[config.mk]
export PLATFORM = sky130hd
export DESIGN_NAME = vt52_text_output_encoder_top_flat
export DESIGN_NICKNAME = d
export VERILOG_FILES = /design/src/rtl/vt52_pkg.sv /design/src/rtl/vt52_if.sv /design/src/rtl/vt52_text_output_encoder_top.sv /design/src/flat_wrapper.sv
export VERILOG_INCLUDE_DIRS = /design/src /design/src/rtl
export SDC_FILE = /design/constraint.sdc
export NUM_CORES = 1
export LEC_CHECK = 0
export BUFFER_PORTS_ARGS = -buffer_cell sky130_fd_sc_hd__buf_4
export CAP_MARGIN = 20
export CORE_ASPECT_RATIO = 2
export CORE_MARGIN = 5
export CORE_UTILIZATION = 55
export CTS_BUF_LIST = sky130_fd_sc_hd__clkbuf_2 sky130_fd_sc_hd__clkbuf_4 sky130_fd_sc_hd__clkbuf_8
export DETAILED_ROUTE_END_ITERATION = 12
export HOLD_SLACK_MARGIN = 0.1
export PLACE_DENSITY = 0.76
export SLEW_MARGIN = 0
export SYNTH_ARGS = -nofsm -noshare
export SYNTH_HDL_FRONTEND = slang
export SYNTH_SLANG_ARGS = --single-unit
export TNS_END_PERCENT = 20
[constraint.sdc]
create_clock -name clk -period 8.1 [get_ports clk]
set_input_delay 0.81 -clock clk [delete_from_list [all_inputs] [get_ports clk]]
set_output_delay 0.81 -clock clk [all_outputs]
set_load 0.01 [all_outputs]
[src/rtl/vt52_text_output_encoder_top_macros.svh]
// Assertion macros shared by the VT52 output encoder RTL.
`ifndef VT52_TEXT_OUTPUT_ENCODER_TOP_MACROS_SVH
`define VT52_TEXT_OUTPUT_ENCODER_TOP_MACROS_SVH

// Same-cycle implication, sampled on clk, off while rst_n is low.
`define VT52_ASSERT_NOW(label, ante, cons, msg) \
    label: assert property (@(posedge clk) disable iff (!rst_n) (ante) |-> (cons)) \
        else $error(msg);

// Next-cycle implication, sampled on clk, off while rst_n is low.
`define VT52_ASSERT_NEXT(label, ante, cons, msg) \
    label: assert property (@(posedge clk) disable iff (!rst_n) (ante) |=> (cons)) \
        else $error(msg);

`endif

[src/rtl/vt52_pkg.sv]
// Types, codes, constants and microcode ROM of the VT52 output encoder.
package vt52_pkg;

    // Byte source selected by one microcode step.
    typedef enum logic [3:0] {
        SRC_ESC   = 4'd0,
        SRC_SPACE = 4'd1,
        SRC_BS    = 4'd2,
        SRC_LF    = 4'd3,
        SRC_Y     = 4'd4,
        SRC_M     = 4'd5,
        SRC_L     = 4'd6,
        SRC_P     = 4'd7,
        SRC_Q     = 4'd8,
        SRC_K     = 4'd9,
        SRC_OPA   = 4'd10,
        SRC_OPB   = 4'd11
    } src_t;

    typedef struct packed {
        src_t src;
        logic loop;   // repeat this step while the count is above one
        logic stop;   // final step of the program
    } uword_t;

    typedef enum logic [1:0] {
        OP_PUTC   = 2'd0,
        OP_GOTO   = 2'd1,
        OP_WINDOW = 2'd2,
        OP_EOL    = 2'd3
    } op_t;

    typedef enum logic [1:0] {
        CFG_SCREEN_ROWS   = 2'd0,
        CFG_TOP_TEXT_ROW  = 2'd1,
        CFG_UPPER_ROWS    = 2'd2,
        CFG_SCREEN_ENABLE = 2'd3
    } cfg_idx_t;

    typedef enum logic [1:0] {
        WIN_LOWER = 2'd0,
        WIN_UPPER = 2'd1,
        WIN_FULL  = 2'd2,
        WIN_NONE  = 2'd3
    } win_t;

    localparam int PC_W  = 5;
    localparam int CNT_W = 4;
    localparam int MAX_BURST = 12;

    // Program entry points in the microcode ROM.
    localparam logic [PC_W-1:0] PC_INV_OFF = 5'd0;
    localparam logic [PC_W-1:0] PC_INV_ON  = 5'd2;
    localparam logic [PC_W-1:0] PC_SCROLL  = 5'd4;
    localparam logic [PC_W-1:0] PC_LF      = 5'd16;
    localparam logic [PC_W-1:0] PC_BS      = 5'd17;
    localparam logic [PC_W-1:0] PC_TAB     = 5'd20;
    localparam logic [PC_W-1:0] PC_CHAR    = 5'd21;
    localparam logic [PC_W-1:0] PC_GOTO    = 5'd22;
    localparam logic [PC_W-1:0] PC_EOL     = 5'd26;

    // Put-char control codes.
    localparam logic [7:0] CH_NUL     = 8'd0;
    localparam logic [7:0] CH_INV_OFF = 8'd1;
    localparam logic [7:0] CH_INV_ON  = 8'd2;
    localparam logic [7:0] CH_NOP_A   = 8'd3;
    localparam logic [7:0] CH_NOP_B   = 8'd4;
    localparam logic [7:0] CH_NOP_C   = 8'd5;
    localparam logic [7:0] CH_BS      = 8'd8;
    localparam logic [7:0] CH_TAB     = 8'd9;
    localparam logic [7:0] CH_LF      = 8'd10;

    // Terminal bytes.
    localparam logic [7:0] BYTE_ESC   = 8'd27;
    localparam logic [7:0] BYTE_SPACE = 8'd32;
    localparam logic [7:0] BYTE_BS    = 8'd8;
    localparam logic [7:0] BYTE_LF    = 8'd10;
    localparam logic [7:0] BYTE_Y     = 8'h59;
    localparam logic [7:0] BYTE_M     = 8'h4D;
    localparam logic [7:0] BYTE_L     = 8'h4C;
    localparam logic [7:0] BYTE_P     = 8'h70;
    localparam logic [7:0] BYTE_Q     = 8'h71;
    localparam logic [7:0] BYTE_K     = 8'h4B;

    localparam logic [5:0] ROW_MAX = 6'd63;
    localparam logic [7:0] COL_MAX = 8'd255;

    // Reset values.
    localparam logic [6:0] RST_SCREEN_ROWS  = 7'd25;
    localparam logic [5:0] RST_TOP_TEXT_ROW = 6'd1;
    localparam logic [5:0] RST_UPPER_ROWS   = 6'd0;
    localparam logic [5:0] RST_CUR_ROW      = 6'd24;

    function automatic uword_t uw(src_t s, logic l, logic st);
        uword_t w;
        w.src  = s;
        w.loop = l;
        w.stop = st;
        return w;
    endfunction

    function automatic uword_t ucode(logic [PC_W-1:0] pc);
        uword_t w;
        case (pc)
            5'd0:    w = uw(SRC_ESC,   1'b0, 1'b0);
            5'd1:    w = uw(SRC_Q,     1'b0, 1'b1);
            5'd2:    w = uw(SRC_ESC,   1'b0, 1'b0);
            5'd3:    w = uw(SRC_P,     1'b0, 1'b1);
            5'd4:    w = uw(SRC_ESC,   1'b0, 1'b0);
            5'd5:    w = uw(SRC_Y,     1'b0, 1'b0);
            5'd6:    w = uw(SRC_OPA,   1'b0, 1'b0);
            5'd7:    w = uw(SRC_SPACE, 1'b0, 1'b0);
            5'd8:    w = uw(SRC_ESC,   1'b0, 1'b0);
            5'd9:    w = uw(SRC_M,     1'b0, 1'b0);
            5'd10:   w = uw(SRC_ESC,   1'b0, 1'b0);
            5'd11:   w = uw(SRC_Y,     1'b0, 1'b0);
            5'd12:   w = uw(SRC_OPB,   1'b0, 1'b0);
            5'd13:   w = uw(SRC_SPACE, 1'b0, 1'b0);
            5'd14:   w = uw(SRC_ESC,   1'b0, 1'b0);
            5'd15:   w = uw(SRC_L,     1'b0, 1'b1);
            5'd16:   w = uw(SRC_LF,    1'b0, 1'b1);
            5'd17:   w = uw(SRC_BS,    1'b0, 1'b0);
            5'd18:   w = uw(SRC_SPACE, 1'b0, 1'b0);
            5'd19:   w = uw(SRC_BS,    1'b0, 1'b1);
            5'd20:   w = uw(SRC_SPACE, 1'b1, 1'b1);
            5'd21:   w = uw(SRC_OPA,   1'b0, 1'b1);
            5'd22:   w = uw(SRC_ESC,   1'b0, 1'b0);
            5'd23:   w = uw(SRC_Y,     1'b0, 1'b0);
            5'd24:   w = uw(SRC_OPA,   1'b0, 1'b0);
            5'd25:   w = uw(SRC_OPB,   1'b0, 1'b1);
            5'd26:   w = uw(SRC_ESC,   1'b0, 1'b0);
            5'd27:   w = uw(SRC_K,     1'b0, 1'b1);
            default: w = uw(SRC_ESC,   1'b0, 1'b1);
        endcase
        return w;
    endfunction

    // Clamp a 7-bit row value to 0..63.
    function automatic logic [5:0] clamp_row(logic [6:0] v);
        return v[6] ? ROW_MAX : v[5:0];
    endfunction

endpackage

[src/rtl/vt52_if.sv]
// Request channels of the VT52 output encoder: command in, byte out, register write.
interface vt52_in_if;
    logic       valid;
    logic       ready;
    logic [1:0] opcode;
    logic [7:0] char_code;
    logic [6:0] target_col;
    logic [5:0] target_row;
    logic [1:0] window_sel;

    modport source (output valid, opcode, char_code, target_col, target_row, window_sel,
                    input ready);
    modport sink (input valid, opcode, char_code, target_col, target_row, window_sel,
                  output ready);
endinterface

interface vt52_out_if;
    logic       valid;
    logic       ready;
    logic [7:0] out_byte;
    logic       last_byte;
    logic [7:0] col_now;
    logic [5:0] row_now;

    modport source (output valid, out_byte, last_byte, col_now, row_now, input ready);
    modport sink (input valid, out_byte, last_byte, col_now, row_now, output ready);
endinterface

interface vt52_cfg_if;
    logic       valid;
    logic       ready;
    logic [1:0] index;
    logic [6:0] data;

    modport source (output valid, index, data, input ready);
    modport sink (input valid, index, data, output ready);
endinterface

[src/rtl/vt52_text_output_encoder_top.sv]
// VT52 output encoder: command decode, cursor state and microcoded byte sequencer.
//
// Usage:
//   cmd  (sink)   : one text-output request (put char, goto, select window, erase to EOL).
//   bytes (source): VT52 bytes, one per transfer, last_byte marks the end of a command;
//                   col_now / row_now carry the cursor after that command.
//   cfg  (sink)   : register writes, always ready, index 0..3 as screen_rows,
//                   top_text_row, upper_window_rows, screen_enable.
// A command is taken on a handshake; cursor, region and reverse flag update at that edge.
// Its bytes follow from the microcode ROM starting the next cycle, one per cycle
// while the receiver is ready. A command emits up to 12 bytes (a scrolling newline).
// The step counter and the tab repeat count set the byte count: one ROM step per byte.
// cmd ready is low while a sequence is in flight; a stalled receiver holds the
// current byte and the step counter.
// Reset (rst_n low, asynchronous) loads the register defaults, puts the cursor at
// column 0 of row 24, the region at rows 1..24, and clears reverse video.
module vt52_text_output_encoder_top #(
    parameter int TAB_STOP = 8
) (
    input  logic       clk,
    input  logic       rst_n,
    vt52_in_if.sink    in_ch,
    vt52_out_if.source out_ch,
    vt52_cfg_if.sink   cfg_ch
);

    localparam int CNT_W = vt52_pkg::CNT_W;
    localparam int PC_W  = vt52_pkg::PC_W;
    localparam int LUT_N = 256;

    // Spaces a tab emits from each column, capped at the burst limit.
    function automatic logic [LUT_N*CNT_W-1:0] build_tab_lut();
        logic [LUT_N*CNT_W-1:0] lut;
        int n;
        lut = '0;
        for (int i = 0; i < LUT_N; i++)
        begin
            n = TAB_STOP - (i % TAB_STOP);
            if (n > vt52_pkg::MAX_BURST)
            begin
                n = vt52_pkg::MAX_BURST;
            end
            lut[i*CNT_W +: CNT_W] = CNT_W'(n);
        end
        return lut;
    endfunction

    localparam logic [LUT_N*CNT_W-1:0] TAB_LUT = build_tab_lut();

    typedef enum logic [1:0] {
        ST_IDLE = 2'b01,
        ST_RUN  = 2'b10
    } st_t;

    st_t                         state_reg, state_next;
    logic [PC_W-1:0]             pc_reg, pc_next;
    logic [CNT_W-1:0]            cnt_reg, cnt_next;
    logic [7:0]                  opa_reg, opa_next;
    logic [7:0]                  opb_reg, opb_next;

    logic [6:0] screen_rows_reg;
    logic [5:0] top_text_row_reg;
    logic [5:0] upper_rows_reg;
    logic       screen_enable_reg;

    logic [7:0] cur_col_reg, cur_col_next;
    logic [5:0] cur_row_reg, cur_row_next;
    logic [5:0] region_top_reg, region_top_next;
    logic [5:0] region_bottom_reg, region_bottom_next;
    logic       inverse_reg, inverse_next;

    vt52_pkg::uword_t word;
    logic             cmd_take;
    logic             byte_take;
    logic             repeat_step;
    logic             final_step;
    logic [CNT_W-1:0] tab_n;
    logic [8:0]       col_sum;
    logic [7:0]       col_add;
    logic [6:0]       rows_m1;
    logic [5:0]       last_row;
    logic [6:0]       top_up;
    logic [5:0]       upper_bottom;

    assign cmd_take  = in_ch.valid && in_ch.ready;
    assign byte_take = out_ch.valid && out_ch.ready;
    assign in_ch.ready  = (state_reg == ST_IDLE);
    assign cfg_ch.ready = 1'b1;

    // Register writes.
    always_ff @(posedge clk or negedge rst_n)
    begin
        if (!rst_n)
        begin
            screen_rows_reg   <= vt52_pkg::RST_SCREEN_ROWS;
            top_text_row_reg  <= vt52_pkg::RST_TOP_TEXT_ROW;
            upper_rows_reg    <= vt52_pkg::RST_UPPER_ROWS;
            screen_enable_reg <= 1'b1;
        end
        else if (cfg_ch.valid && cfg_ch.ready)
        begin
            unique case (vt52_pkg::cfg_idx_t'(cfg_ch.index))
                vt52_pkg::CFG_SCREEN_ROWS:   screen_rows_reg   <= cfg_ch.data;
                vt52_pkg::CFG_TOP_TEXT_ROW:  top_text_row_reg  <= cfg_ch.data[5:0];
                vt52_pkg::CFG_UPPER_ROWS:    upper_rows_reg    <= cfg_ch.data[5:0];
                vt52_pkg::CFG_SCREEN_ENABLE: screen_enable_reg <= cfg_ch.data[0];
                default: ;
            endcase
        end
    end

    // Region bounds for window select.
    assign rows_m1      = screen_rows_reg - 7'd1;
    assign last_row     = (screen_rows_reg == 7'd0) ? 6'd0 : vt52_pkg::clamp_row(rows_m1);
    assign top_up       = {1'b0, top_text_row_reg} + {1'b0, upper_rows_reg};
    assign upper_bottom = (top_up == 7'd0) ? 6'd0 : vt52_pkg::clamp_row(top_up - 7'd1);

    assign tab_n   = TAB_LUT[{cur_col_reg, 2'b00} +: CNT_W];
    assign col_add = (in_ch.char_code == vt52_pkg::CH_TAB) ? 8'(tab_n) : 8'd1;
    assign col_sum = {1'b0, cur_col_reg} + {1'b0, col_add};

    // Sequencer step decode.
    assign word        = vt52_pkg::ucode(pc_reg);
    assign repeat_step = word.loop && (cnt_reg != CNT_W'(1));
    assign final_step  = word.stop && !repeat_step;

    always_comb
    begin
        state_next         = state_reg;
        pc_next            = pc_reg;
        cnt_next           = cnt_reg;
        opa_next           = opa_reg;
        opb_next           = opb_reg;
        cur_col_next       = cur_col_reg;
        cur_row_next       = cur_row_reg;
        region_top_next    = region_top_reg;
        region_bottom_next = region_bottom_reg;
        inverse_next       = inverse_reg;

        unique case (state_reg)
            ST_IDLE:
            begin
                if (cmd_take)
                begin
                    unique case (vt52_pkg::op_t'(in_ch.opcode))
                        vt52_pkg::OP_PUTC:
                        begin
                            case (in_ch.char_code) inside
                                vt52_pkg::CH_INV_OFF:
                                begin
                                    if (inverse_reg)
                                    begin
                                        state_next   = ST_RUN;
                                        pc_next      = vt52_pkg::PC_INV_OFF;
                                        inverse_next = 1'b0;
                                    end
                                end
                                vt52_pkg::CH_INV_ON:
                                begin
                                    state_next   = ST_RUN;
                                    pc_next      = vt52_pkg::PC_INV_ON;
                                    inverse_next = 1'b1;
                                end
                                vt52_pkg::CH_NOP_A, vt52_pkg::CH_NOP_B, vt52_pkg::CH_NOP_C: ;
                                vt52_pkg::CH_LF:
                                begin
                                    if (screen_enable_reg)
                                    begin
                                        state_next   = ST_RUN;
                                        cur_col_next = 8'd0;
                                        if (cur_row_reg == region_bottom_reg)
                                        begin
                                            // scroll: delete region top line, open bottom line
                                            pc_next  = vt52_pkg::PC_SCROLL;
                                            opa_next = {2'b00, region_top_reg}
                                                       + vt52_pkg::BYTE_SPACE;
                                            opb_next = {2'b00, region_bottom_reg}
                                                       + vt52_pkg::BYTE_SPACE;
                                        end
                                        else
                                        begin
                                            pc_next = vt52_pkg::PC_LF;
                                            if (cur_row_reg != vt52_pkg::ROW_MAX)
                                            begin
                                                cur_row_next = cur_row_reg + 6'd1;
                                            end
                                        end
                                    end
                                end
                                vt52_pkg::CH_BS:
                                begin
                                    if (screen_enable_reg && (cur_col_reg != 8'd0))
                                    begin
                                        state_next   = ST_RUN;
                                        pc_next      = vt52_pkg::PC_BS;
                                        cur_col_next = cur_col_reg - 8'd1;
                                    end
                                end
                                default:
                                begin
                                    // tab and printable share the saturating column add
                                    if (screen_enable_reg)
                                    begin
                                        state_next   = ST_RUN;
                                        cur_col_next = col_sum[8] ? vt52_pkg::COL_MAX
                                                                  : col_sum[7:0];
                                        if (in_ch.char_code == vt52_pkg::CH_TAB)
                                        begin
                                            pc_next  = vt52_pkg::PC_TAB;
                                            cnt_next = tab_n;
                                        end
                                        else
                                        begin
                                            pc_next  = vt52_pkg::PC_CHAR;
                                            opa_next = (in_ch.char_code == vt52_pkg::CH_NUL)
                                                       ? vt52_pkg::BYTE_SPACE
                                                       : in_ch.char_code;
                                        end
                                    end
                                end
                            endcase
                        end
                        vt52_pkg::OP_GOTO:
                        begin
                            state_next   = ST_RUN;
                            pc_next      = vt52_pkg::PC_GOTO;
                            opa_next     = {2'b00, in_ch.target_row} + vt52_pkg::BYTE_SPACE;
                            opb_next     = {1'b0, in_ch.target_col} + vt52_pkg::BYTE_SPACE;
                            cur_col_next = {1'b0, in_ch.target_col};
                            cur_row_next = in_ch.target_row;
                        end
                        vt52_pkg::OP_WINDOW:
                        begin
                            unique case (vt52_pkg::win_t'(in_ch.window_sel))
                                vt52_pkg::WIN_LOWER:
                                begin
                                    region_top_next    = vt52_pkg::clamp_row(top_up);
                                    region_bottom_next = last_row;
                                end
                                vt52_pkg::WIN_UPPER:
                                begin
                                    region_top_next    = top_text_row_reg;
                                    region_bottom_next = upper_bottom;
                                end
                                vt52_pkg::WIN_FULL:
                                begin
                                    region_top_next    = top_text_row_reg;
                                    region_bottom_next = last_row;
                                end
                                vt52_pkg::WIN_NONE: ;
                                default: ;
                            endcase
                        end
                        vt52_pkg::OP_EOL:
                        begin
                            state_next = ST_RUN;
                            pc_next    = vt52_pkg::PC_EOL;
                        end
                        default: ;
                    endcase
                end
            end
            ST_RUN:
            begin
                if (byte_take)
                begin
                    if (final_step)
                    begin
                        state_next = ST_IDLE;
                    end
                    else if (repeat_step)
                    begin
                        cnt_next = cnt_reg - CNT_W'(1);
                    end
                    else
                    begin
                        pc_next = pc_reg + PC_W'(1);
                    end
                end
            end
            default: state_next = ST_IDLE;
        endcase
    end

    always_ff @(posedge clk or negedge rst_n)
    begin
        if (!rst_n)
        begin
            state_reg         <= ST_IDLE;
            pc_reg            <= '0;
            cnt_reg           <= '0;
            cur_col_reg       <= 8'd0;
            cur_row_reg       <= vt52_pkg::RST_CUR_ROW;
            region_top_reg    <= vt52_pkg::RST_TOP_TEXT_ROW;
            region_bottom_reg <= vt52_pkg::RST_CUR_ROW;
            inverse_reg       <= 1'b0;
        end
        else
        begin
            state_reg         <= state_next;
            pc_reg            <= pc_next;
            cnt_reg           <= cnt_next;
            cur_col_reg       <= cur_col_next;
            cur_row_reg       <= cur_row_next;
            region_top_reg    <= region_top_next;
            region_bottom_reg <= region_bottom_next;
            inverse_reg       <= inverse_next;
        end
    end

    // Operand bytes need no reset.
    always_ff @(posedge clk)
    begin
        opa_reg <= opa_next;
        opb_reg <= opb_next;
    end

    // Byte source select.
    always_comb
    begin
        unique case (word.src)
            vt52_pkg::SRC_ESC:   out_ch.out_byte = vt52_pkg::BYTE_ESC;
            vt52_pkg::SRC_SPACE: out_ch.out_byte = vt52_pkg::BYTE_SPACE;
            vt52_pkg::SRC_BS:    out_ch.out_byte = vt52_pkg::BYTE_BS;
            vt52_pkg::SRC_LF:    out_ch.out_byte = vt52_pkg::BYTE_LF;
            vt52_pkg::SRC_Y:     out_ch.out_byte = vt52_pkg::BYTE_Y;
            vt52_pkg::SRC_M:     out_ch.out_byte = vt52_pkg::BYTE_M;
            vt52_pkg::SRC_L:     out_ch.out_byte = vt52_pkg::BYTE_L;
            vt52_pkg::SRC_P:     out_ch.out_byte = vt52_pkg::BYTE_P;
            vt52_pkg::SRC_Q:     out_ch.out_byte = vt52_pkg::BYTE_Q;
            vt52_pkg::SRC_K:     out_ch.out_byte = vt52_pkg::BYTE_K;
            vt52_pkg::SRC_OPA:   out_ch.out_byte = opa_reg;
            vt52_pkg::SRC_OPB:   out_ch.out_byte = opb_reg;
            default:             out_ch.out_byte = vt52_pkg::BYTE_ESC;
        endcase
    end

    assign out_ch.valid     = (state_reg == ST_RUN);
    assign out_ch.last_byte = final_step;
    assign out_ch.col_now   = cur_col_reg;
    assign out_ch.row_now   = cur_row_reg;

`include "vt52_text_output_encoder_top_macros.svh"

    `VT52_ASSERT_NOW(a_no_take_while_sending, out_ch.valid, !in_ch.ready,
        "request taken mid-sequence")
    `VT52_ASSERT_NOW(a_loop_count_live, (state_reg == ST_RUN) && word.loop,
        cnt_reg != '0, "tab count empty")
    `VT52_ASSERT_NEXT(a_idle_after_last, byte_take && out_ch.last_byte, in_ch.ready,
        "no idle after last byte")
    `VT52_ASSERT_NEXT(a_hold_on_stall, out_ch.valid && !out_ch.ready,
        $stable(pc_reg) && $stable(cnt_reg), "step moved on stall")

endmodule
[src/flat_wrapper.sv]
// flat-port wrapper written by rule: the top's interface ports become plain ports
module vt52_text_output_encoder_top_flat 
#(
    parameter int TAB_STOP = 8
)
  (clk, rst_n, in_ch_valid, in_ch_opcode, in_ch_char_code, in_ch_target_col, in_ch_target_row, in_ch_window_sel, in_ch_ready, out_ch_valid, out_ch_out_byte, out_ch_last_byte, out_ch_col_now, out_ch_row_now, out_ch_ready, cfg_ch_valid, cfg_ch_index, cfg_ch_data, cfg_ch_ready);
  vt52_in_if in_ch_i ();
  vt52_out_if out_ch_i ();
  vt52_cfg_if cfg_ch_i ();
  input  logic clk;
  input  logic rst_n;
  input wire logic [$bits(in_ch_i.valid)-1:0] in_ch_valid;
  input wire logic [$bits(in_ch_i.opcode)-1:0] in_ch_opcode;
  input wire logic [$bits(in_ch_i.char_code)-1:0] in_ch_char_code;
  input wire logic [$bits(in_ch_i.target_col)-1:0] in_ch_target_col;
  input wire logic [$bits(in_ch_i.target_row)-1:0] in_ch_target_row;
  input wire logic [$bits(in_ch_i.window_sel)-1:0] in_ch_window_sel;
  output wire logic [$bits(in_ch_i.ready)-1:0] in_ch_ready;
  output wire logic [$bits(out_ch_i.valid)-1:0] out_ch_valid;
  output wire logic [$bits(out_ch_i.out_byte)-1:0] out_ch_out_byte;
  output wire logic [$bits(out_ch_i.last_byte)-1:0] out_ch_last_byte;
  output wire logic [$bits(out_ch_i.col_now)-1:0] out_ch_col_now;
  output wire logic [$bits(out_ch_i.row_now)-1:0] out_ch_row_now;
  input wire logic [$bits(out_ch_i.ready)-1:0] out_ch_ready;
  input wire logic [$bits(cfg_ch_i.valid)-1:0] cfg_ch_valid;
  input wire logic [$bits(cfg_ch_i.index)-1:0] cfg_ch_index;
  input wire logic [$bits(cfg_ch_i.data)-1:0] cfg_ch_data;
  output wire logic [$bits(cfg_ch_i.ready)-1:0] cfg_ch_ready;
  assign in_ch_i.valid = in_ch_valid;
  assign in_ch_i.opcode = in_ch_opcode;
  assign in_ch_i.char_code = in_ch_char_code;
  assign in_ch_i.target_col = in_ch_target_col;
  assign in_ch_i.target_row = in_ch_target_row;
  assign in_ch_i.window_sel = in_ch_window_sel;
  assign in_ch_ready = in_ch_i.ready;
  assign out_ch_valid = out_ch_i.valid;
  assign out_ch_out_byte = out_ch_i.out_byte;
  assign out_ch_last_byte = out_ch_i.last_byte;
  assign out_ch_col_now = out_ch_i.col_now;
  assign out_ch_row_now = out_ch_i.row_now;
  assign out_ch_i.ready = out_ch_ready;
  assign cfg_ch_i.valid = cfg_ch_valid;
  assign cfg_ch_i.index = cfg_ch_index;
  assign cfg_ch_i.data = cfg_ch_data;
  assign cfg_ch_ready = cfg_ch_i.ready;
  vt52_text_output_encoder_top #(.TAB_STOP(TAB_STOP)) u_core (.clk(clk), .rst_n(rst_n), .in_ch(in_ch_i), .out_ch(out_ch_i), .cfg_ch(cfg_ch_i));
endmodule
# Yosys cells after proc, flatten, opt, wreduce, memory -nomap -nowiden
# Memory sizes are Yosys's and may differ from the RTL's.
# Index checks and enable logic that the tools add are counted.
# op_classes
add_sub_neg	12
n_eq_ne	67
n_shift	1
mux	90
n_reduce_logical	36
# op_table
op	n
variable part select 1024 x 11 -> 4 bit (first input constant)	1
two-way mux 8 bit	25
case mux 8 bit (11 select lines)	1
two-way mux 6 bit	12
two-way mux 5 bit	14
two-way mux 4 bit	13
case mux 8 bit (2 select lines)	3
!= test 2 bit (second input constant)	18
case mux 6 bit (2 select lines)	3
equality test 8 x 4 -> 1 bit (second input constant)	3
two-way mux 2 bit	11
adder 6 x 6 -> 7 bit (second input constant)	3
AND reduction 10 bit	2
!= test 6 bit (second input constant)	3
AND reduction 9 bit	2
equality test 4 x 3 -> 1 bit (second input constant)	4
equality test 4 bit (second input constant)	4
equality test 8 x 2 -> 1 bit (second input constant)	2
equality test 8 x 3 -> 1 bit (second input constant)	2
case mux 5 bit (3 select lines)	1
logical NOT 7 bit	2
subtractor 7 x 1 -> 7 bit (second input constant)	2
AND reduction 13 bit	1
equality test 2 bit (second input constant)	6
other kinds (37)	68
# totals
reg_bits	74
romBits	192
wordCells	221
n_memories	1
# memory_table
name	words	width	rd	rd_ports_with_merged_regs	wr	line	source
(no name shown)	32	6	1	0	0	vt52_pkg.sv:104	case (pc)

# Longest topological paths before layout
# Gate-level depths: netlist of run 1.
# logic_depth
depth_word	11
depth_mapped	14
mapped_depth_nobuf	13

# Worst setup path after synthesis of run 1
# Ideal clock, no wire load.
# synth_timing
path_type	input to register
from	input in_ch_char_code[4]
to	register u_core.cur_col_reg[5], in the netlist u_core.out_ch.col_now[5]
setup_time_ps	82
t_arrival_ps	3744
required_ps	8018
slack_ps	4275
stages	12
cell_sequence	or4_4 > nor4b_1 > and2_1 > fa_1 > a21o_1 > a21oi_1 > or3b_2 > and2_1 > buf_6 > a21o_1 > a211o_1 > a31oi_1
# synth_via
elab_chain_len	11
# synth_rtl
element	line	source
start, declared	flat_wrapper.sv:14	input wire logic [$bits(in_ch_i.char_code)-1:0] in_ch_char_code;
equality test 8 x 4 -> 1 bit	vt52_text_output_encoder_top.sv:119	assign col_add = (in_ch.char_code == vt52_pkg::CH_TAB) ? 8'(tab_n) : 8'd1;
two-way mux 4 bit	vt52_text_output_encoder_top.sv:119	
adder 8 x 8 -> 9 bit	vt52_text_output_encoder_top.sv:120	assign col_sum = {1'b0, cur_col_reg} + {1'b0, col_add};
two-way mux 8 bit	vt52_text_output_encoder_top.sv:205	cur_col_next = col_sum[8] ? vt52_pkg::COL_MAX
two-way mux 8 bit	vt52_text_output_encoder_top.sv:202	if (screen_enable_reg)
two-way mux 8 bit (5 in a row)	vt52_text_output_encoder_top.sv:148	case (in_ch.char_code) inside
case mux 8 bit (2 select lines)	vt52_text_output_encoder_top.sv:145	unique case (vt52_pkg::op_t'(in_ch.opcode))
end signal, assigned	vt52_text_output_encoder_top.sv:303	cur_col_reg <= cur_col_next;
end, declared	vt52_text_output_encoder_top.sv:66	logic [7:0] cur_col_reg, cur_col_next;
# Several ways; a longest one is shown, not always the timed one. The select of a mux whose other input is x is not followed.
# A chain may end at the register's enable or synchronous reset.

# Worst setup path after layout of run 1
# Same ends and word-level chain as after synthesis.

==> results of run 1 <==
-- through the flow --
stage                     power (W)  hold WS (ps)  cells  utilization
after floorplan            0.001451         434.9    634            -
after global placement     0.001788         458.5    797       0.6147
after detailed placement   0.001831         459.5    797       0.6147
after CTS                  0.002170         470.2    813       0.6392
after global routing       0.002340         497.5    814       0.6420
final                      0.002178         469.2    814       0.6420
-- Yosys cell counts (all sizes together) (3+ instances only) --
cell type	count	share of area
a211o	3	0.0048
a211oi	8	0.012
a21o	12	0.017
a21oi	64	0.059
a221oi	5	0.0080
a311oi	4	0.0064
a31o	3	0.0048
a31oi	14	0.016
and2	10	0.011
and3	7	0.0080
buf	5	0.0060
clkbuf	27	0.019
dfrtp	47	0.22
dfstp	11	0.053
edfxtp	16	0.088
ha	30	0.069
inv	31	0.021
mux2	19	0.039
mux2i	9	0.017
nand2	72	0.050
nand2b	10	0.011
nand3	20	0.018
nand3b	8	0.011
nor2	44	0.030
nor2b	9	0.010
nor3	12	0.011
nor3b	4	0.0055
nor4	4	0.0046
o2111ai	4	0.0064
o211ai	5	0.0069
o21a	3	0.0041
o21ai	36	0.033
o22a	3	0.0048
o22ai	8	0.0092
o311ai	3	0.0048
o31ai	3	0.0041
or3	4	0.0055
xnor2	12	0.019
xor2	13	0.021
-- layout make-up --
class,instances,area [µm²]
clock buffers,12,165.2
clock inverters,4,72.57
fillers,863,3472
inverters,32,120.1
multi-input cells,496,3258
flip-flops and latches,74,1946
well taps,132,165.2
repair buffers,64,500.5
-- per-layer routing --
| metal | vias up | share of wire | global-route usage |
|---|---|---|---|
| li1 | 2407 | - | - |
| met1 | 2377 | 0.32 | 0.2439 |
| met2 | 151 | 0.58 | 0.5162 |
| met3 | 53 | 0.040 | 0.04048 |
| met4 | 0 | 0.053 | 0.1481 |
| met5 | - | 0 | 0 |
-- worst max-delay path, stage by stage --
cell,delay [ps]
buf_4,110
or4_4,570
nor4b_1,790
and2_1,290
fa_1,230
a21o_1,120
a21oi_1,100
or3b_2,500
and2_1,280
a21o_1,200
a211o_1,280
a31oi_1,160
-- worst min path at each step --
| stage | slack [ps] | startpoint | to | depth (start not counted) |
|---|---|---|---|---|
| after CTS | 470 | u_core.region_top_reg[0] | u_core.region_top_reg[0] | 2 |
| final | 470 | u_core.region_top_reg[0] | u_core.region_top_reg[0] | 2 |
| after global placement | 460 | u_core.region_top_reg[0] | u_core.region_top_reg[0] | 2 |
| after floorplan | 430 | u_core.region_top_reg[0] | u_core.region_top_reg[0] | 2 |
| after detailed placement | 460 | u_core.region_top_reg[0] | u_core.region_top_reg[0] | 2 |
| after global routing | 500 | u_core.region_top_reg[0] | u_core.region_top_reg[0] | 2 |
-- power by group --
part | switching (W) | internal [W] | total (W)
logic | 0.000629 | 0.000518 | 0.00115
registers | 0.000174 | 0.000517 | 0.000691
clock network | 0.000142 | 0.000198 | 0.000341
-- cell families (layout without fill, tap and decap cells) --
logic type               count (synthesis)  in the layout
flip-flops                              74             74
buffers and inverters                   64            112
multiplexers                            29             29
AO/OA/AOI/OAI                          194            194
AND/OR/NAND/NOR                        215            215
XOR/XNOR                                25             25
other                                    1              1
adder cells (fa/ha/maj)                 32             32
==> results by group, run 1 <==
Finish
  – Commonest non-fill, non-tap cells in the layout: nand2_1, a21oi_1, buf_4
  – Nets: 748
  – Final Cell Area: a little over 0.006 mm²
  – Most common cell after layout, fill and taps aside: nand2_1
  – Area Growth Syn to Fin: 14.15%
  – Share of cells above drive strength 1: 0.1789
  – # diodes: 0

Detailed routing
  – Routed len/inst: 18.70 µm
  – DRT Wirelength: 15220 µm
  – Via/cell ratio: around 6.1
  – Drt drc: 0
  – Post-DRT Antenna Nets: 0
  – Initial drt markers: 477
  – Pre-antenna DRT Iters: 6
  – Via count: 4988

Critical path
  – Flop2flop setup slack: 4760 ps
  – Crit-path max FO: 8
  – Worst R2R End: u_core.out_ch.col_now[5]
  – Critical path endpoint category: flip-flop
  – Worst Path Required: 8380 ps
  – Worst setup path endpoint: u_core.out_ch.col_now[5]
  – Worst Setup SP: in_ch_char_code[4]
  – Worst reg2reg startpoint: u_core.out_ch.col_now[0]
  – Crit path DAT: between 4000 and 5000 ps
  – Reg2Reg Depth: 12
  – Crit path launch type: primary input
  – Crit Path Class: primary input to flip-flop

GRT
  – GRT overflow: 0
  – Largest net degree at the start of global routing: 59
  – All-Layer GR Usage: 0.2621
  – Initial antenna violation count: 0
  – First-pass GRT wire length: 24570 µm
  – Vias in the first global route: between 5k and 6k

Synthesis
  – Syn nets: just over 700
  – Unique masters post-synth: between 60 and 70
  – Most used DFF post-synth: dfrtp_1
  – Sequential fraction of the synthesis area: 0.3567
  – Post-Synth XOR/XNOR Area: 0.04014
  – Synthesized cell area: 0.005455 mm²
  – Synth Warn #: 0
  – Largest family of logic cells by synthesized area: compound AO/OA/AOI/OAI gates
  – Post-synthesis compound-gate area fraction: 0.2268
  – Post-synth EDFFs: 16
  – Simple-gate area share of the yosys netlist: 0.1931
  – Synth Area per Inst: between 8 and 9 µm²
  – Async S/R FF share, synth: 0.7838
  – Synth Area in Adders: 0.07615
  – Yosys reg bits: 74
  – Post-Syn Instances: ~630
  – Post-synthesis mux area share: 0.05986

Flow run
  – Max Cap Violations: 0

STA
  – PnR worst setup slack: 3931 ps
  – Unrepaired setup endpoints after global routing: no
  – Final Hold Vio Count: 0
  – TNS Setup: 0 ps
  – Final setup skew: 15.15 ps
  – Clock period minus worst slack: 4169 ps
  – Period Utilization, post-route: 0.5147
  – Slew Limit Fails: 0
  – F_max: 239.9 MHz
  – Worst Tran Pin Value: a little over 1000 ps
  – Rel. slew slack: 0.3173
  – Setup-failing EPs final: 0

CTS
  – Post-CTS repair timing setup buffer count: 0
  – H-tree depth: 3
  – Maximum root-to-sink buffer count: 2
  – # hold bufs at CTS: 0
  – CTS buffer count: 9
  – CTS root buf: clkbuf_8
  – CTS tree: built
  – Clock Pin Slew Worst Setup and Hold Paths: 70 ps
  – Clk sink count: 74
  – Clock latency on the worst-skew pair: 360 ps
  – Post-CTS sizing: 0

Floorplan
  – I/O pin total: 65
  – Die Span Y: about 150 µm
  – Die width: 80.42 µm
  – Number of cell rows: 51
  – Initial core utilization: 0.5624
  – Core ar.: between 0.009 and 0.01 mm²
  – Die footprint: 0.01213 mm²

Placement
  – I/O Buffers: 63
  – Placed cell area: 0.005962 mm²
  – DP Worst Slack: 3743 ps
  – DP HPWL: roughly 12000 µm
  – Placer Congestion: 0.9809

Run status
  – Run status: completed

Power and ir drop
  – Leakage: 2.706 nW
  – Power density over the cells: 349.8 mW/mm²
  – Max IR drop VDD: 0.0002151 V

Worst hold path
  – Worst hold path type: flip-flop to flip-flop
No activity file was read; power rests on OpenSTA's default activity.
==> run 2: changes to the inputs <==
- clock period: 8.1 -> 4.2 ns (I/O delays scaled with it)
==> run 2 against run 1 <==
Net effect: die area stayed put; total power is 95% higher; via count is 1.5% higher; clock-buffer cell count is 2 lower; clock power is 100% higher; worst setup slack worse by 3200 ps; critical path type is now flip-flop to output port; largest power group unchanged.
==> results by group, run 2 (same netlist as run 1, synthesis figures left out) <==
Run status
  – Run status: completed

GRT
  – Vias in the first global route: 5071
  – Largest net degree at the start of global routing: 59
  – Initial antenna violation count: 0
  – All-Layer GR Usage: 0.2581
  – First-pass GRT wire length: 24090 µm
  – GRT overflow: 0

Detailed routing
  – Met2 WL: 8473 µm
  – Routed len/inst: roughly 18 µm
  – Top layer reached by signal wires: met4
  – Via count: 5064
  – DRT Wirelength: approximately 15000 µm
  – Drt drc: 0
  – Initial drt markers: 445
  – DR WL met3: 625 µm
  – Post-DRT Antenna Nets: 0
  – Pre-antenna DRT Iters: 8
  – WL met1: 5014 µm
  – Via/cell ratio: 6.198

CTS
  – CTS tree: built
  – Maximum root-to-sink buffer count: 2
  – Clk sink count: 74
  – # hold bufs at CTS: 0
  – Clock latency on the worst-skew pair: 360 ps
  – H-tree depth: 3
  – Post-CTS sizing: 0
  – CTS root buf: clkbuf_8
  – CTS buffer count: 9
  – Post-CTS repair timing setup buffer count: 0
  – Clock Pin Slew Worst Setup and Hold Paths: around 80 ps

Critical path
  – Critical path endpoint category: output port
  – Crit path DAT: ~3000 ps
  – Worst Path Required: 3780 ps
  – Flop2flop setup slack: 940 ps
  – Crit-path max FO: 12
  – Crit path launch type: flip-flop
  – Reg2Reg Depth: 10
  – Crit Path Class: flip-flop to output port

STA
  – Worst Tran Pin Value: approximately 1000 ps
  – Period Utilization, post-route: 0.8242
  – Setup-failing EPs final: 0
  – Slew Limit Fails: 0
  – TNS Setup: 0 ps
  – Final setup skew: between 6 and 7 ps
  – Rel. slew slack: 0.3008
  – F_max: 288.9 MHz
  – Final Hold Vio Count: 0
  – Clock period minus worst slack: 3462 ps
  – Unrepaired setup endpoints after global routing: no

Finish
  – Share of cells above drive strength 1: 0.1825
  – Most common cell after layout, fill and taps aside: nand2_1
  – Area Growth Syn to Fin: 14.36%
  – Nets: 751
  – Register Area: slightly below 0.002 mm²
  – Multi-input logic area: 0.003258 mm²
  – Commonest non-fill, non-tap cells in the layout: nand2_1, buf_4, a21oi_1
  – Final Cell Area: 0.006238 mm²
  – Fillers: 886
  – # diodes: 0

Placement
  – DP HPWL: 11900 µm
  – Placer Congestion: ~0.98
  – I/O Buffers: 63
  – Placed cell area: around 0.006 mm²

Floorplan
  – Initial core utilization: 0.5624
  – Die Span Y: 150.8 µm
  – Core ar.: around 0.0097 mm²
  – Die width: 80.42 µm
  – I/O pin total: 65
  – Die footprint: 0.01213 mm²
  – Number of cell rows: between 50 and 60

Worst hold path
  – Worst hold path type: primary input to async pin

Flow run
  – Max Cap Violations: 0

Power and ir drop
  – Total chip power: 0.004239 W
  – Leakage: roughly 2.7 nW
  – Max IR drop VDD: ~0.00038 V
  – Power density over the cells: 679.6 mW/mm²
run 2: cell types whose count changed in the layout (fill, tap and decap cells not counted), sizes merged:
cell,change
buf,+3
clkbuf,-2
bufinv,+1
inv,+1
run 2: final cells by class:
class	count	share of cell area
Inverter	32	0.01925
Clock inverter	6	0.01845
Clock buffer	10	0.02106
Tap cell	132	0.02647
Sequential cell	74	0.3119
Timing Repair Buffer	67	0.08063
Multi-Input combinational cell	496	0.5223
run 2: metal layers:
metal | GRT usage | vias up
met5 | 0 | -
met4 | 0.1650 | 0
met3 | 0.04345 | 61
met2 | 0.4971 | 174
met1 | 0.2395 | 2427
li1 | - | 2402
run 2: final timing paths:
check                                                start                          end
worst max-delay path                      u_core.pc_reg[0]           out_ch_out_byte[5]
worst min-delay path                                 rst_n     u_core.out_ch.row_now[5]
worst max register to register  u_core.top_text_row_reg[0]  u_core.region_bottom_reg[2]
worst min register to register    u_core.region_top_reg[0]     u_core.region_top_reg[0]
max in group asynchronous                            rst_n    u_core.screen_rows_reg[6]
min in group clk                            cfg_ch_data[6]    u_core.screen_rows_reg[6]
run 2: power by group:
part           total, W  switching, W  internal [W]  leakage (nW)
clock network  0.000688      0.000283      0.000404         0.121
registers       0.00133      0.000332      0.000997         0.819
logic           0.00222       0.00121       0.00101          1.78
total           0.00424       0.00183       0.00241          2.72
run 2: stage by stage:
step	utilization	instances	setup slack, ps	hold slack, ps
2_1_floorplan	-	634	764.5	124.4
3_3_place_gp	0.6178	801	509.0	459.8
3_5_place_dp	0.6178	801	480.5	462.0
4_1_cts	0.6432	817	742.4	132.7
5_1_grt	0.6432	817	521.4	156.3
6_report	0.6432	817	738.5	119.0
run 2: worst max-delay path: stages (launching register included):
cell and delay, ps:
dfrtp_1 480, inv_1 170, ha_1 280, mux2i_1 130, o2bb2ai_1 80, mux2i_1 630
and3b_1 250, o21ai_0 200, a21oi_1 100, a31o_2 220, buf_4 140
==> run 3: changes to the inputs <==
- PLACE_DENSITY: 0.76 -> 0.79
- clock period: 4.2 -> 3 ns (I/O delays scaled with it)
==> run 3 against run 2 <==
Net effect: worst hold slack improved by 58 ps; routed wire length increased by 4.8%; sequential share of layout area decreased by 1.9 points; clock power increased by 25%; worst setup slack got worse by 670 ps; combinational power increased by 68%; via count increased by 3.2%; total power increased by 50%; critical path type unchanged; register-to-register slack got worse by 800 ps; sequential power increased by 32%; critical endpoint is now out_ch_out_byte[1]; critical path depth decreased by 1; highest routed layer unchanged; die area unchanged.
==> results by group, run 3 (same netlist as run 1, synthesis figures left out) <==
Run status
  – Run status: completed

Critical path
  – Crit path cell chain: buf_4, ha_2, nor2b_1, mux4_2, buf_12, buf_2, a311oi_2, o21ai_1, buf_4
  – Worst Path Required: 2700 ps
  – Crit path top cell by count: buf_4
  – Worst Setup SP: u_core.pc_reg[0]
  – Delay-heaviest family, CP: buffers and inverters
  – Cell depth of the worst setup path: 9
  – Critical path endpoint category: output port
  – CP Buf/Inv Count: 4
  – Crit path launch type: flip-flop
  – Reg2Reg Depth: 10
  – Worst reg2reg startpoint: u_core.top_text_row_reg[0]
  – Worst path slowest cell: mux4_2
  – Max incr delay on CP: 550 ps
  – Crit Path Class: flip-flop to output port
  – Crit-path max FO: 6
  – Crit path DAT: between 2000 and 3000 ps

Placement
  – I/O Buffers: between 60 and 70
  – Inst Count DP: around 830
  – DP HPWL: 12160 µm
  – Placer Congestion: 0.9418
  – Placed cell area: 0.006269 mm²

STA
  – Rel. slew slack: 0.4770
  – TNS Setup: 0 ps
  – Final setup skew: 6.963 ps
  – Clock period minus worst slack: between 2000 and 3000 ps
  – Slew Limit Fails: 0
  – Worst Tran Pin Value: between 700 and 800 ps
  – WHS: 176.7 ps
  – F_max: 340.7 MHz
  – Period Utilization, post-route: 0.9783
  – Final Hold Vio Count: 0
  – Unrepaired setup endpoints after global routing: yes
  – Setup-failing EPs final: 0

Floorplan
  – Die Span Y: 150.8 µm
  – Initial core utilization: 0.5624
  – Number of cell rows: 51
  – I/O pin total: 65
  – Core ar.: 0.009699 mm²
  – Die width: 80.42 µm
  – Die footprint: about 0.012 mm²

Detailed routing
  – Pre-antenna DRT Iters: 7
  – DRT Wirelength: about 16000 µm
  – Drt drc: 0
  – Via/cell ratio: roughly 6.1
  – Routed len/inst: approximately 18 µm
  – Via count: approximately 5.2k
  – Post-DRT Antenna Nets: 0
  – Initial drt markers: 355

Worst hold path
  – Worst hold path type: primary input to flip-flop
  – Hold path start: cfg_ch_data[6]
  – WHS Path Cells: 2

GRT
  – Vias in the first global route: around 5.2k
  – GRT overflow: 0
  – Largest net degree at the start of global routing: 59
  – All-Layer GR Usage: 0.2687
  – First-pass GRT wire length: 24890 µm
  – Initial antenna violation count: 0

Finish
  – Most common cell after layout, fill and taps aside: buf_4
  – Non-filler cells, final: 862
  – Commonest non-fill, non-tap cells in the layout: buf_4, nand2_1, a21oi_1
  – Final Cell Area: 0.006653 mm²
  – Nets: 796
  – Area Growth Syn to Fin: 21.95%
  – Share of cells above drive strength 1: 0.2507
  – # diodes: 0

Power and ir drop
  – Total chip power: 0.006356 W
  – Max IR drop VDD: 0.0004685 V
  – Comb power frac: 0.587
  – Switching share of total power: 0.4236
  – Sequential share of power: 0.277
  – P_sw: 0.002692 W
  – Pint: approximately 0.0037 W
  – Leakage: between 2 and 3 nW
  – Clock power share: 0.135
  – Power density over the cells: 955.4 mW/mm²

CTS
  – Maximum root-to-sink buffer count: 2
  – CTS root buf: clkbuf_8
  – CTS tree: built
  – Clk sink count: between 70 and 80
  – Clock latency on the worst-skew pair: approximately 370 ps
  – CTS buffer count: 9
  – Clock Pin Slew Worst Setup and Hold Paths: 80 ps
  – H-tree depth: 3

Flow run
  – Max Cap Violations: 0
[run 3: cell count changes in the layout (fill, tap and decap cells not counted), moves of 2 or more]
cell / delta
a21oi_1: -2
buf_4: +41
clkinv_2: +2
ha_1: -4
ha_2: +2
ha_4: +2
o21ai_0: -2
o21ai_1: +2
[run 3: per-stage QoR]
| stage | util | setup WS, ps |
|---|---|---|
| floorplan | - | 5.269 |
| global placement | 0.6463 | -66.24 |
| detailed placement | 0.6463 | -145.0 |
| CTS | 0.6743 | 16.76 |
| global route | 0.6859 | -34.15 |
| finish | 0.6859 | 64.98 |
[run 3: layout make-up]
type                            instances  area, µm²
Clock buffer                            9      123.9
Clock inverter                          7      93.84
Fill cell                             799       3047
Inverter                               32      120.1
Multi-Input combinational cell        496       3346
Sequential cell                        74       1947
Tap cell                              132      165.2
Timing Repair Buffer                  112      857.1
[run 3: power groups by stage]
stage               Combinational, W  Sequential [W]  Clock [W]
floorplan                    0.00222         0.00170          0
global placement             0.00326         0.00176          0
detailed placement           0.00336         0.00178          0
CTS                          0.00349         0.00175   0.000874
global route                 0.00408         0.00181   0.000916
finish                       0.00373         0.00176   0.000859
[run 3: worst register-to-register path, cell delays in order (launching register included)]
cell     delay (ps)
dfstp_2         540
ha_1            240
inv_1            90
fa_1            620
ha_1            220
nand2_1          80
a21oi_1         260
nand3_1         140
xnor2_1         280
and3_1          200
a21oi_1          70
[run 3: what timing repair did]
action                                 in CTS  in global routing
endpoints found under the hold margin      47                  0
resized for setup                           1                 15
pin swaps                                   0                  2
buffers inserted                            4                  7
hold buffers                                1                  0
setup endpoints to repair                   4                 11
[run 3: routing by layer]
metal	global-route usage	up-vias	wire length, µm
li1	-	2495	-
met1	0.2529	2468	5148
met2	0.4950	202	8641
met3	0.05952	63	947
met4	0.1895	0	1046
met5	0	-	0
[run 3: worst paths after layout]
kind / endpoint / slack [ps]
worst max-delay path: out_ch_out_byte[1] / 60
worst min register to register: u_core.region_top_reg[0] / 470
max in group asynchronous: u_core.pc_reg[3] / 1900
worst min-delay path: u_core.screen_rows_reg[6] / 180
worst max register to register: u_core.region_bottom_reg[1] / 140
min in group asynchronous: u_core.top_text_row_reg[1] / 540
